File: src/rtl/core/gaussian_window_filter_macros.svh
// Assertion macros for the Gaussian window filter.
// Included by the top level; no other dependencies.
`ifndef GAUSSIAN_WINDOW_FILTER_MACROS_SVH
`define GAUSSIAN_WINDOW_FILTER_MACROS_SVH
`ifndef SYNTHESIS
`define GWF_ASSERT_IMP(lbl, ant, cons) \
    lbl: assert property (@(posedge i_clk) disable iff (!i_rst_n) (ant) |-> (cons)) \
        else $error("gwf assertion failed");
`define GWF_ASSERT_NXT(lbl, ant, cons) \
    lbl: assert property (@(posedge i_clk) disable iff (!i_rst_n) (ant) |=> (cons)) \
        else $error("gwf assertion failed");
`else
`define GWF_ASSERT_IMP(lbl, ant, cons)
`define GWF_ASSERT_NXT(lbl, ant, cons)
`endif
`endif

File: src/rtl/core/gwf_pkg.sv
// Shared constants and types of the Gaussian window filter.
// No dependencies.
package gwf_pkg;

    localparam int RADIUS    = 3;
    localparam int SIDE      = 2 * RADIUS + 1;
    localparam int MAX_WIDTH = 1024;
    localparam int COL_W     = $clog2(MAX_WIDTH);
    localparam int WID_W     = $clog2(MAX_WIDTH + 1);
    localparam int IMGW_W    = 11;
    localparam int ROW_W     = 13;
    localparam int RING_ROWS = 16;
    localparam int SLOT_W    = $clog2(RING_ROWS);
    localparam int ADDR_W    = SLOT_W + COL_W;
    localparam int SMP_W     = 16;
    localparam int PIX_W     = 3 * SMP_W;
    localparam int WREG_W    = 64;
    localparam int WGT_W     = 16;
    localparam int TAP_W     = $clog2(SIDE);
    localparam int DIST_W    = (RADIUS > 1) ? $clog2(RADIUS + 1) : 1;
    localparam int DLY_W     = WID_W + 3;
    localparam int CFG_IDX_W = 3;

    localparam logic [CFG_IDX_W-1:0] CFG_VWEIGHTS = 3'd0;
    localparam logic [CFG_IDX_W-1:0] CFG_HWEIGHTS = 3'd1;
    localparam logic [CFG_IDX_W-1:0] CFG_BOUNDARY = 3'd2;
    localparam logic [CFG_IDX_W-1:0] CFG_WIDTH    = 3'd3;
    localparam logic [CFG_IDX_W-1:0] CFG_HEIGHT   = 3'd4;
    localparam logic [CFG_IDX_W-1:0] CFG_COLOR    = 3'd5;

    localparam logic [1:0] BND_ZERO   = 2'd0;
    localparam logic [1:0] BND_MIRROR = 2'd1;
    localparam logic [1:0] BND_ADJUST = 2'd2;

    localparam logic REQ_PIXEL = 1'b0;
    localparam logic REQ_DRAIN = 1'b1;

    localparam int JOBQ_DEPTH = 2;
    localparam int JOBQ_CNT_W = $clog2(JOBQ_DEPTH + 1);

    typedef struct packed {
        logic [ROW_W-1:0]  row;
        logic [COL_W-1:0]  col;
        logic [SLOT_W-1:0] slot;
        logic              last;
    } t_job;

    typedef struct packed {
        logic [WREG_W-1:0] vweights;
        logic [WREG_W-1:0] hweights;
        logic [1:0]        bmode;
        logic [WID_W-1:0]  width;
        logic [ROW_W-1:0]  height;
        logic              color;
    } t_cfg;

    typedef struct packed {
        logic              en;
        logic [ADDR_W-1:0] addr;
        logic [PIX_W-1:0]  data;
    } t_mem_wr;

    typedef struct packed {
        logic idle;
        logic out_valid;
    } t_back_stat;

endpackage

File: src/rtl/core/gwf_jobq.sv
// Two-entry job queue between front and back.
// Depends on gwf_pkg.
module gwf_jobq import gwf_pkg::*; (
    input  logic                  i_clk,
    input  logic                  i_rst_n,
    input  logic                  i_push,
    input  t_job                  i_job,
    input  logic                  i_pop,
    output t_job                  o_head,
    output logic                  o_empty,
    output logic                  o_full,
    output logic [JOBQ_CNT_W-1:0] o_count
);

    localparam int PTR_W = (JOBQ_DEPTH > 1) ? $clog2(JOBQ_DEPTH) : 1;

    t_job                  r_mem [JOBQ_DEPTH];
    logic [PTR_W-1:0]      r_wp, r_rp;
    logic [JOBQ_CNT_W-1:0] r_cnt;
    logic                  do_push, do_pop;

    assign o_empty = r_cnt == '0;
    assign o_full  = r_cnt == JOBQ_CNT_W'(JOBQ_DEPTH);
    assign o_count = r_cnt;
    assign o_head  = r_mem[r_rp];
    assign do_push = i_push && !o_full;
    assign do_pop  = i_pop && !o_empty;

    always_ff @(posedge i_clk) begin
        if (do_push) begin
            r_mem[r_wp] <= i_job;
        end
    end

    always_ff @(posedge i_clk) begin
        if (!i_rst_n) begin
            r_wp  <= '0;
            r_rp  <= '0;
            r_cnt <= '0;
        end else begin
            if (do_push) begin
                r_wp <= (32'(r_wp) == JOBQ_DEPTH - 1) ? '0 : r_wp + PTR_W'(1);
            end
            if (do_pop) begin
                r_rp <= (32'(r_rp) == JOBQ_DEPTH - 1) ? '0 : r_rp + PTR_W'(1);
            end
            r_cnt <= r_cnt + JOBQ_CNT_W'(do_push) - JOBQ_CNT_W'(do_pop);
        end
    end

endmodule

File: config.mk
export PLATFORM = sky130hd
export DESIGN_NAME = gwf_jobq
export DESIGN_NICKNAME = d
export VERILOG_FILES = /design/src/rtl/core/gaussian_window_filter_macros.svh /design/src/rtl/core/gwf_pkg.sv /design/src/rtl/core/gwf_jobq.sv
export SDC_FILE = /design/constraint.sdc
export NUM_CORES = 1
export LEC_CHECK = 0
export BUFFER_PORTS_ARGS = -buffer_cell sky130_fd_sc_hd__buf_2
export CORE_MARGIN = 4
export CORE_UTILIZATION = 55
export CTS_CLUSTER_DIAMETER = 60
export CTS_CLUSTER_SIZE = 28
export DETAILED_ROUTE_END_ITERATION = 12
export PLACE_DENSITY = 0.88
export SYNTH_ARGS = -nofsm -noshare
export SYNTH_HDL_FRONTEND = slang
export SYNTH_SLANG_ARGS = --single-unit
File: constraint.sdc
create_clock -name i_clk -period 6 [get_ports i_clk]
set_input_delay 0.6 -clock i_clk [delete_from_list [all_inputs] [get_ports i_clk]]
set_output_delay 0.6 -clock i_clk [all_outputs]
set_load 0.01 [all_outputs]
==> metrics.md <==
| Metric | Value |
|---|---|
| Setup TNS | `0 ns` |
| Post-detailed-route wirelength per cell | `between 15 and 20 um` |
| Global-route layer with the greatest usage | `met2` |
| Clock buffer count from CTS | `9` |
| Most instantiated library cell after synthesis | `edfxtp_1` |
| Setup violators final | `0` |
| Crit Path Class | `reg -> out` |
| Total area of multi-input combinational cells | `515 um^2` |
| Vias in the first global route | `1241` |
| Yosys reg bits | `approximately 60` |
| Worst Reg2Reg Path Length in Cells | `4` |
| Total vias in the final route | `about 1200` |
| Global-route met2 utilization | `between 20 and 30%` |
| Core Rows | `23` |
| Maximum number of buffers from clock root to sink | `2` |
| Die area | `about 5400 um^2` |
| Final Routed Wirelength | `around 3800 um` |
| Maximum achievable frequency | `between 400 and 500 MHz` |
| Area of the mapped netlist | `approximately 2400 um^2` |
| HPWL after detailed placement | `2780 um` |
| Worst skew pair latency | `~0.32 ns` |
| Horiz. Die Dim | `about 73 um` |
| Setup repair after global routing missed its margin | `false` |
| Outcome | `finished clean` |
| Worst Path Max Fanout | `28` |
| Count of cells resized by post-cts repair | `0` |
| Global-route congestion overflow total | `0` |
| Wire length of the first global-routing pass | `5870 um` |
| Fraction of registers with async set or reset after synthesis | `0%` |
| Layout Area Growth over Synthesis | `21.3%` |
| Critical path startpoint category | `flop` |
| Starting density of the core | `57.7%` |
| Port Buffers | `63` |
| Minimum period implied by the final worst setup slack | `2.38 ns` |
| Commonest register cell after synthesis | `edfxtp_1` |
| Cts-stage hold buffer count | `0` |
| Ratio of cells with drive above 1 in the final layout | `a little under three fifths` |
| Proportion of netlist area held by the largest area contributor | `71.3%` |
| Signal arrival time at the worst endpoint | `between 1.5 and 2 ns` |
| Placement-stage worst setup slack | `between 3 and 4 ns` |
| Global-route total usage across every layer | `between 15 and 20%` |
| Largest area contributor in the netlist | `edfxtp_1` |
| Number of max-slew violations in the final report | `0` |
| Global Route met3 Usage | `7.39%` |
| Period utilisation layout | `39.6%` |
| Hold WC Path Type | `in -> reg` |
| Number of H-tree levels | `3` |
| Post-route core utilization | `a little over two thirds` |
| Fraction of the yosys area taken by sequential cells | `about three quarters` |
| Slew at the pin with the worst max-slew slack | `around 0.86 ns` |
| Placer Congestion | `roughly 0.73` |
| Root Buffer Master | `clkbuf_8` |
| Clk sinks | `just over 60` |
| Avg Synthesized Cell Area | `around 21 um^2` |
| Filler cells | `about 270` |
| Post-synth net total | `~150` |
| Required time reported for the critical path endpoint | `approximately 5.4 ns` |
| Drt first pass iters | `4` |
| Power density over the cells | `431 nW/um^2` |
| Unique masters post-synth | `18` |
| First DRT Iteration DRCs | `75` |
| Number of cells on the worst hold path | `1` |
| Max-cap violations | `0` |
| Synth warnings | `0` |
| Clock tree from TritonCTS | `built` |
| Max Clock Skew | `about 0.006 ns` |
| DRC violation count after routing | `0` |
| Placeable core region | `between 4000 and 5000 um^2` |
| Number of antenna violations at the first check in global routing | `0` |
| Largest net degree at the start of global routing | `29` |
| Io pins | `64` |
| Relative slew slack | `about 43%` |
| Synth top cells by count | `edfxtp_1 (56), mux2_4 (20), mux2_2 (8), dfxtp_1 (5), nor2_1 (5)` |
| Final number of hold-violating endpoints | `0` |
| Endpoint class of the critical path | `output pin` |
| Least setup slack across all paths after layout | `roughly 3.6 ns` |
| Max VDD drop | `between 0.2 and 0.3 mV` |
| Clock slew at reported path FFs | `0.06 ns` |
| EDFF count, synth | `56` |
| Standby leakage power | `1.16 nW` |
| Number of nets in the finished design | `around 220` |
| Die extent in y | `between 70 and 80 um` |
| Cells after Synth | `about 110` |
| Post-CTS setup-driven buffer insertion count | `0` |
| Routing usage on met1 | `between 10% and 20%` |
| Antenna Diode Count | `0` |
| Number of vias per cell after detailed routing | `approximately 5.1` |
| Top area cells in the synthesized netlist | `edfxtp_1 (71%), mux2_4 (13%), dfxtp_1 (4.2%), mux2_2 (3.8%), buf_12 (1.7%)` |
| Final ANT Viol Nets | `0` |
| FF+latch area | `around 1800 um^2` |
[cell usage in the layout, fill, tap and decap left out]
master	Yosys	final
edfxtp_1	56	56
dfxtp_2	0	1
nor2_1	5	4
buf_2	0	63
dfxtp_1	5	4
xnor2_1	1	1
buf_4	0	2
clkbuf_1	0	1
and2_1	2	2
clkbuf_8	0	9
and3_1	1	1
nor2_2	0	1
nand2_1	2	2
mux2_2	8	8
mux2_4	20	20
clkinv_1	0	2
ha_1	2	2
o21a_1	1	1
nand2b_1	2	2
xor2_1	1	1
clkinv_2	0	3
mux2i_1	1	1
nor3_1	1	1
inv_1	3	3
clkinvlp_4	0	1
[power by group]
group | internal (mW) | switching, mW | total, mW
clock | 0.144 | 0.144 | 0.289
sequential | 0.551 | 0.0605 | 0.611
combinational | 0.185 | 0.148 | 0.333
[sequential cells by signal, summed over array words and instances, names as in the netlist, named ones only]
signal,cells
r_mem,56
o_count,2
r_rp,1
r_wp,1
[worst max-delay path, stage by stage (launching register included)]
cell     delay (ns)
dfxtp_2        0.88
mux2_2         0.41
buf_2          0.14
[cell type report]
type	instances	area share, %
inverter	3	0.394
timing repair buffer	65	11.5
clock inverter	6	1.05
sequential	61	62.3
tap	50	2.19
clock buffer	10	4.46
multi-input combinational	47	18.0
[metal layers]
metal / part of all wire [%] / vias to the layer above
met5: 0 / -
met4: 1.4 / 0
met3: 8.6 / 7
met2: 51 / 48
met1: 38 / 588
li1: - / 582
[cells by family (layout without fill, tap and decap cells)]
family | after synthesis | count (layout) | synth area share [%]
adder cells (fa/ha/maj) | 2 | 2 | 1.06
AO/OA/AOI/OAI | 1 | 1 | 0.319
AND/OR/NAND/NOR | 13 | 13 | 2.65
buffers and inverters | 6 | 84 | 2.65
flip-flops | 61 | 61 | 75.6
multiplexers | 29 | 29 | 17.0
XOR/XNOR | 2 | 2 | 0.743
[stage by stage]
stage                     area (um^2)  hold WS [ns]  instances  power, mW
after floorplan                  2360         0.455        114      0.854
after global placement           2700         0.477        226      0.941
after detailed placement         2700         0.510        226      0.961
after CTS                        2860         0.447        242       1.25
after global routing             2860         0.435        242       1.30
final                            2860         0.458        242       1.23
[path summary, 6_finish.rpt]
| path | from | end | slack, ns |
|---|---|---|---|
| worst max-delay path | flop | o_head[22] | 3.62 |
| worst min-delay path | i_job[21] | r_mem[1][21] | 0.46 |
| worst max register to register | o_count[0] | r_mem[0][22] | 4.06 |
| worst min register to register | r_wp | r_wp | 0.52 |
Note: power is estimated with default switching activity, not from simulation.
