## src/rtl/core/gaussian_window_filter_macros.svh

```systemverilog
// Assertion macros for the Gaussian window filter.
// Included by the top level; no other dependencies.
`ifndef GAUSSIAN_WINDOW_FILTER_MACROS_SVH
`define GAUSSIAN_WINDOW_FILTER_MACROS_SVH
`ifndef SYNTHESIS
`define GWF_ASSERT_IMP(lbl, ant, cons) \
    lbl: assert property (@(posedge i_clk) disable iff (!i_rst_n) (ant) |-> (cons)) \
        else $error("gwf assertion failed");
`define GWF_ASSERT_NXT(lbl, ant, cons) \
    lbl: assert property (@(posedge i_clk) disable iff (!i_rst_n) (ant) |=> (cons)) \
        else $error("gwf assertion failed");
`else
`define GWF_ASSERT_IMP(lbl, ant, cons)
`define GWF_ASSERT_NXT(lbl, ant, cons)
`endif
`endif

```

## src/rtl/core/gwf_pkg.sv

```systemverilog
// Shared constants and types of the Gaussian window filter.
// No dependencies.
package gwf_pkg;

    localparam int RADIUS    = 3;
    localparam int SIDE      = 2 * RADIUS + 1;
    localparam int MAX_WIDTH = 1024;
    localparam int COL_W     = $clog2(MAX_WIDTH);
    localparam int WID_W     = $clog2(MAX_WIDTH + 1);
    localparam int IMGW_W    = 11;
    localparam int ROW_W     = 13;
    localparam int RING_ROWS = 16;
    localparam int SLOT_W    = $clog2(RING_ROWS);
    localparam int ADDR_W    = SLOT_W + COL_W;
    localparam int SMP_W     = 16;
    localparam int PIX_W     = 3 * SMP_W;
    localparam int WREG_W    = 64;
    localparam int WGT_W     = 16;
    localparam int TAP_W     = $clog2(SIDE);
    localparam int DIST_W    = (RADIUS > 1) ? $clog2(RADIUS + 1) : 1;
    localparam int DLY_W     = WID_W + 3;
    localparam int CFG_IDX_W = 3;

    localparam logic [CFG_IDX_W-1:0] CFG_VWEIGHTS = 3'd0;
    localparam logic [CFG_IDX_W-1:0] CFG_HWEIGHTS = 3'd1;
    localparam logic [CFG_IDX_W-1:0] CFG_BOUNDARY = 3'd2;
    localparam logic [CFG_IDX_W-1:0] CFG_WIDTH    = 3'd3;
    localparam logic [CFG_IDX_W-1:0] CFG_HEIGHT   = 3'd4;
    localparam logic [CFG_IDX_W-1:0] CFG_COLOR    = 3'd5;

    localparam logic [1:0] BND_ZERO   = 2'd0;
    localparam logic [1:0] BND_MIRROR = 2'd1;
    localparam logic [1:0] BND_ADJUST = 2'd2;

    localparam logic REQ_PIXEL = 1'b0;
    localparam logic REQ_DRAIN = 1'b1;

    localparam int JOBQ_DEPTH = 2;
    localparam int JOBQ_CNT_W = $clog2(JOBQ_DEPTH + 1);

    typedef struct packed {
        logic [ROW_W-1:0]  row;
        logic [COL_W-1:0]  col;
        logic [SLOT_W-1:0] slot;
        logic              last;
    } t_job;

    typedef struct packed {
        logic [WREG_W-1:0] vweights;
        logic [WREG_W-1:0] hweights;
        logic [1:0]        bmode;
        logic [WID_W-1:0]  width;
        logic [ROW_W-1:0]  height;
        logic              color;
    } t_cfg;

    typedef struct packed {
        logic              en;
        logic [ADDR_W-1:0] addr;
        logic [PIX_W-1:0]  data;
    } t_mem_wr;

    typedef struct packed {
        logic idle;
        logic out_valid;
    } t_back_stat;

endpackage

```

## src/rtl/core/gwf_front.sv

```systemverilog
// Front part: configuration registers, input counters, line store writes
// and job issue. Depends on gwf_pkg.
module gwf_front import gwf_pkg::*; (
    input  logic                 i_clk,
    input  logic                 i_rst_n,
    input  logic                 i_cfg_wr,
    input  logic [CFG_IDX_W-1:0] i_cfg_index,
    input  logic [WREG_W-1:0]    i_cfg_data,
    output t_cfg                 o_cfg,
    input  logic                 i_accept,
    input  logic                 i_req_type,
    input  logic [SMP_W-1:0]     i_chan0,
    input  logic [SMP_W-1:0]     i_chan1,
    input  logic [SMP_W-1:0]     i_chan2,
    output t_mem_wr              o_wr,
    output logic                 o_job_push,
    output t_job                 o_job
);

    logic [WREG_W-1:0] r_vw, r_hw;
    logic [1:0]        r_bmode;
    logic [IMGW_W-1:0] r_iw;
    logic [ROW_W-1:0]  r_ih;
    logic              r_color;

    logic [ROW_W-1:0]  r_in_row, n_in_row, r_out_row, n_out_row;
    logic [COL_W-1:0]  r_in_col, n_in_col, r_out_col, n_out_col;
    logic [SLOT_W-1:0] r_in_slot, n_in_slot, r_out_slot, n_out_slot;
    logic [DLY_W-1:0]  r_diff, n_diff;

    logic [WID_W-1:0]  w;
    logic [ROW_W-1:0]  h;
    logic [DLY_W-1:0]  dly, diff_inc;
    logic              in_done, out_done, is_pix, wr_en, issue, last;

    always_comb begin
        if (r_iw < IMGW_W'(RADIUS + 1)) begin
            w = WID_W'(RADIUS + 1);
        end else if (32'(r_iw) > 32'(MAX_WIDTH)) begin
            w = WID_W'(MAX_WIDTH);
        end else begin
            w = WID_W'(r_iw);
        end
        h = (r_ih < ROW_W'(RADIUS + 1)) ? ROW_W'(RADIUS + 1) : r_ih;
    end

    assign dly      = DLY_W'(RADIUS) * DLY_W'(w) + DLY_W'(RADIUS);
    assign in_done  = r_in_row >= h;
    assign out_done = r_out_row >= h;
    assign is_pix   = i_req_type == REQ_PIXEL;
    assign diff_inc = r_diff + DLY_W'(1);
    assign wr_en    = i_accept && is_pix && !in_done;
    assign issue    = i_accept && !out_done &&
                      (is_pix ? (!in_done && diff_inc > dly) : in_done);
    assign last     = (r_out_row == h - ROW_W'(1)) && (WID_W'(r_out_col) == w - WID_W'(1));

    always_comb begin
        n_in_row   = r_in_row;
        n_in_col   = r_in_col;
        n_in_slot  = r_in_slot;
        n_out_row  = r_out_row;
        n_out_col  = r_out_col;
        n_out_slot = r_out_slot;
        n_diff     = r_diff;
        if (wr_en) begin
            n_diff = diff_inc;
            if (WID_W'(r_in_col) == w - WID_W'(1)) begin
                n_in_col  = '0;
                n_in_row  = r_in_row + ROW_W'(1);
                n_in_slot = r_in_slot + SLOT_W'(1);
            end else begin
                n_in_col = r_in_col + COL_W'(1);
            end
        end
        if (issue) begin
            n_diff = n_diff - DLY_W'(1);
            if (WID_W'(r_out_col) == w - WID_W'(1)) begin
                n_out_col  = '0;
                n_out_row  = r_out_row + ROW_W'(1);
                n_out_slot = r_out_slot + SLOT_W'(1);
            end else begin
                n_out_col = r_out_col + COL_W'(1);
            end
            if (last) begin
                n_in_row  = '0;
                n_in_col  = '0;
                n_out_row = '0;
                n_out_col = '0;
                n_diff    = '0;
            end
        end
        if (i_cfg_wr && (i_cfg_index == CFG_WIDTH || i_cfg_index == CFG_HEIGHT)) begin
            n_in_row   = '0;
            n_in_col   = '0;
            n_out_row  = '0;
            n_out_col  = '0;
            n_diff     = '0;
            n_out_slot = r_in_slot;
        end
    end

    always_ff @(posedge i_clk) begin
        if (!i_rst_n) begin
            r_vw       <= '0;
            r_hw       <= '0;
            r_bmode    <= BND_ADJUST;
            r_iw       <= IMGW_W'(512);
            r_ih       <= ROW_W'(512);
            r_color    <= 1'b1;
            r_in_row   <= '0;
            r_in_col   <= '0;
            r_in_slot  <= '0;
            r_out_row  <= '0;
            r_out_col  <= '0;
            r_out_slot <= '0;
            r_diff     <= '0;
        end else begin
            r_in_row   <= n_in_row;
            r_in_col   <= n_in_col;
            r_in_slot  <= n_in_slot;
            r_out_row  <= n_out_row;
            r_out_col  <= n_out_col;
            r_out_slot <= n_out_slot;
            r_diff     <= n_diff;
            if (i_cfg_wr) begin
                case (i_cfg_index)
                    CFG_VWEIGHTS: r_vw    <= i_cfg_data;
                    CFG_HWEIGHTS: r_hw    <= i_cfg_data;
                    CFG_BOUNDARY: r_bmode <= i_cfg_data[1:0];
                    CFG_WIDTH:    r_iw    <= i_cfg_data[IMGW_W-1:0];
                    CFG_HEIGHT:   r_ih    <= i_cfg_data[ROW_W-1:0];
                    CFG_COLOR:    r_color <= i_cfg_data[0];
                    default: ;
                endcase
            end
        end
    end

    assign o_cfg.vweights = r_vw;
    assign o_cfg.hweights = r_hw;
    assign o_cfg.bmode    = r_bmode;
    assign o_cfg.width    = w;
    assign o_cfg.height   = h;
    assign o_cfg.color    = r_color;

    assign o_wr.en   = wr_en;
    assign o_wr.addr = {r_in_slot, r_in_col};
    assign o_wr.data = {i_chan2, i_chan1, i_chan0};

    assign o_job_push = issue;
    assign o_job.row  = r_out_row;
    assign o_job.col  = r_out_col;
    assign o_job.slot = r_out_slot;
    assign o_job.last = last;

endmodule

```

## config.mk

```make
export PLATFORM = sky130hd
export DESIGN_NAME = gwf_front
export DESIGN_NICKNAME = d
export VERILOG_FILES = /design/src/rtl/core/gaussian_window_filter_macros.svh /design/src/rtl/core/gwf_pkg.sv /design/src/rtl/core/gwf_front.sv
export SDC_FILE = /design/constraint.sdc
export NUM_CORES = 1
export LEC_CHECK = 0
export BUFFER_PORTS_ARGS = -buffer_cell sky130_fd_sc_hd__buf_2
export CORE_MARGIN = 1
export CORE_UTILIZATION = 44
export DETAILED_ROUTE_END_ITERATION = 7
export MAX_ROUTING_LAYER = met4
export PLACE_DENSITY_LB_ADDON = 0.12
export SLEW_MARGIN = 0
export SYNTH_ARGS = -nofsm -noshare
export SYNTH_HDL_FRONTEND = slang
export SYNTH_SLANG_ARGS = --single-unit
export TNS_END_PERCENT = 20
```

## constraint.sdc

```tcl
create_clock -name i_clk -period 15.78 [get_ports i_clk]
set_input_delay 3.156 -clock i_clk [delete_from_list [all_inputs] [get_ports i_clk]]
set_output_delay 3.156 -clock i_clk [all_outputs]
set_load 0.03 [all_outputs]
```

==> summary.md <==
| Metric | Value |
|---|---|
| First-pass GRT wire length | `a little over 60000 um` |
| Startpoint Class | `flop` |
| Max-Cap Viols | `0` |
| Tcrit/Tclk final | `between 50 and 60%` |
| H-tree levels | `1` |
| CP max stage cell | `o2111ai_1` |
| Crit. Startpoint | `r_iw[7]` |
| Standard-cell rows | `62` |
| Worst Setup EP | `o_job_push` |
| CTS tree | `built` |
| CP endpoint kind | `primary output` |
| Cells after Synth | `about 1600` |
| CP top delay family | `simple AND/OR/NAND/NOR gates` |
| Pin count of the biggest net entering global routing | `between 80 and 90` |
| CP Data Arrival Time | `about 6.3 ns` |
| Total setup buffers inserted after CTS | `0` |
| Antenna-violating nets left | `0` |
| Unrepaired setup endpoints after global routing | `false` |
| Die area | `30160 sq um` |
| Sw Ratio | `25.98%` |
| R2r endpoint | `r_in_col[9]` |
| DR DRC count | `0` |
| Highest clock rate | `between 0.1 and 0.15 GHz` |
| Worst-path cell chain | `nor4_1 -> a21oi_1 -> nor2_1 -> inv_1 -> ha_1 -> ha_1 -> a21boi_0 -> o21ai_0 -> a21oi_1 -> or4_1 -> a31o_2 -> a21oi_1 -> xor2_1 -> ha_1 -> nand2_1 -> or4_1 -> o21ai_0 -> a31oi_1 -> o2111ai_1 -> nand2_1 -> buf_2` |
| Initial DRC Count | `between 700 and 800` |
| Initial Util | `between 40% and 50%` |
| Post-synth EDFFs | `0` |
| DR vias/cell | `5.309` |
| Non-Filler Instances | `roughly 2200` |
| Distinct cell type count after synthesis | `80` |
| Setup tns final | `0 ns` |
| Total net switching power | `0.3591 mW` |
| Worst EP required | `12.62 ns` |
| Top_reg_cell synth | `dfxtp_1` |
| Layout cell share with drive strength beyond 1 | `roughly a fifth` |
| Total GRT Usage | `between 20% and 30%` |
| Worst-path maximum fanout | `11` |
| Reg power frac | `between 40% and 50%` |
| Final setup skew | `between 0.006 and 0.007 ns` |
| # resized after CTS | `0` |
| Most frequent cells in the layout | `nand2_1, buf_2, dfxtp_1` |
| Leakage power | `6.450 nW` |
| Post-Place Cells | `between 2000 and 2500` |
| Seq/Total Area, Yosys | `between 30 and 40%` |
| Number of port buffers | `270` |
| Net count reported at finish | `1966` |
| Max incr delay on CP | `roughly 0.52 ns` |
| HP Start | `r_hw[53]` |
| Layout area overhead | `15.89%` |
| Final worst setup slack | `between 6 and 7 ns` |
| Final instance area | `around 15000 sq um` |
| Clock Latency Late Sink | `between 0.5 and 0.6 ns` |
| I/O pin count | `approximately 370` |
| Combinational power share | `10.5%` |
| Status | `completed` |
| Syn Nets | `approximately 1800` |
| Worst setup slack after placement | `6.923 ns` |
| GP Congestion | `between 0.9 and 1` |
| Worst R2R Start | `r_iw[7]` |
| Hold buffers post-CTS | `0` |
| Power Density | `around 92 nW/um^2` |
| Root buf cell | `clkbuf_16` |
| CP Depth | `21` |
| Detailed Place HPWL | `~28000 um` |
| Worst R2R Path Depth | `23` |
| Grt total ovfl | `0` |
| Vias in the first global route | `roughly 11000` |
| Most common cell after layout, fill and taps aside | `nand2_1` |
| Area post-placement | `between 10000 and 15000 sq um` |
| Final Max Tran Viols | `0` |
| Worst-Margin Slew | `a little over 1 ns` |
| Post-synth ARST share | `0%` |
| Min Hold Slack | `0.4617 ns` |
| WL/cell | `approximately 18 um` |
| Num Clock Sinks | `223` |
| Syn Area/Cell | `around 8 sq um` |
| Pre-antenna DRT Iters | `5` |
| Worst-path clk slew | `0.06 ns` |
| Finished Core Util | `between 50 and 60%` |
| Reg2Reg Setup Slack | `9.14 ns` |
| Die span in y | `about 170 um` |
| Crit path buf inv count | `2` |
| Yosys reg bits | `223` |
| Final-report setup violation count | `0` |
| Fin. Hold Viols | `0` |
| Total Power | `~1.4 mW` |
| Initial antenna violation count | `3` |
| VDD IR-drop max | `a little under 0.08 mV` |
| Hold Crit Class | `reg2reg` |
| Kind of critical path | `reg2out` |
| Final min period | `9.433 ns` |
| CTS buffer count | `26` |
| Relative slew slack | `between 30% and 40%` |
| Mapped Area | `12960 sq um` |
| Via count | `11520` |
| Yosys Warn Count | `0` |
| Clock buffer depth | `3` |
| Die width | `between 150 and 200 um` |
| Internal power | `roughly 1.0 mW` |
| Fillers | `roughly 2800` |
| Final wirelength | `38810 um` |
| Clock power frac | `~47%` |
| Core area | `between 20000 and 30000 sq um` |
sequential cells by signal, summed over array words and instances, names as in the netlist:
signal,cells
r_in_slot,4
r_in_row,13
r_ih,13
r_bmode,2
r_hw,64
r_diff,14
r_out_slot,4
r_in_col,10
r_out_col,10
r_color,1
r_out_row,13
r_vw,64
r_iw,11
metal layers:
metal	global-route usage, %	part of all wire [%]	vias to the layer above	wire length (um)
met5	-	0	-	0
met4	7.237	2.7	0	1060
met3	6.842	7.4	56	2864
met2	41.52	46	346	17950
met1	32.11	44	5396	16940
li1	-	-	5717	-
cell usage after synthesis, types with 24 or more instances:
cell	number	share of area [%]
a21boi_0	154	8.9
nor3_1	24	0.93
xor2_1	46	3.1
inv_1	48	1.4
o21ai_0	35	1.4
nand2_1	367	11
dfxtp_1	223	34
nor2_1	88	2.5
xnor2_1	65	4.4
nand4_1	30	1.4
nand3_1	28	1.1
buf_4	53	3.1
a21oi_1	31	1.2
clkbuf_1	83	2.4
ha_1	83	8.0
area by class of cell:
type	instances	area [sq um]	area share, %
Antenna cell	3	7.507	0.04996
Clock buffer	35	744.5	4.955
Clock inverter	12	191.4	1.274
Inverter	49	183.9	1.224
Multi-Input combinational cell	1183	7525	50.08
Sequential cell	223	4464	29.71
Tap cell	384	480.5	3.198
Timing Repair Buffer	280	1429	9.510
power groups by stage:
stage | Sequential (mW) | Combinational, mW | Clock, mW
2_1_floorplan | 0.607 | 0.107 | 0
3_3_place_gp | 0.594 | 0.144 | 0
3_5_place_dp | 0.594 | 0.145 | 0
4_1_cts | 0.582 | 0.145 | 0.668
5_1_grt | 0.583 | 0.158 | 0.694
6_report | 0.582 | 0.145 | 0.655
kinds of logic (layout without fill, tap and decap cells):
| family | after synthesis | in the layout | synth area share [%] |
|---|---|---|---|
| buffers and inverters | 200 | 376 | 7.634 |
| AND/OR/NAND/NOR | 657 | 657 | 23.32 |
| flip-flops | 223 | 223 | 34.43 |
| AO/OA/AOI/OAI | 315 | 315 | 17.58 |
| XOR/XNOR | 113 | 113 | 7.856 |
| other | 0 | 3 | 0 |
| multiplexers | 15 | 15 | 1.168 |
| adder cells (fa/ha/maj) | 83 | 83 | 8.010 |
worst min-delay path by stage:
stage	cells after the start	to
after floorplan	2	r_iw[1]
after global placement	2	r_hw[34]
after detailed placement	2	r_hw[5]
after CTS	2	r_vw[21]
after global routing	2	r_vw[22]
final	2	r_hw[53]
worst reg2reg max path, cell delays in order, from the launching register on:
cell       delay, ns
dfxtp_1         0.35
nor4_1          0.42
a21oi_1         0.13
nor2_1          0.35
inv_1           0.12
ha_1            0.31
ha_1            0.34
a21boi_0        0.14
o21ai_0         0.24
a21oi_1         0.12
or4_1           0.44
a31o_2          0.25
a21oi_1         0.17
xor2_1          0.10
ha_1            0.30
nand2_1         0.06
or4_1           0.51
o21ai_0         0.09
a31oi_1         0.06
o2111ai_1       0.52
nand2_1         0.43
a21o_2          0.60
or2b_4          0.42
a21oi_1         0.12
Power figures use the tool's default switching activity.
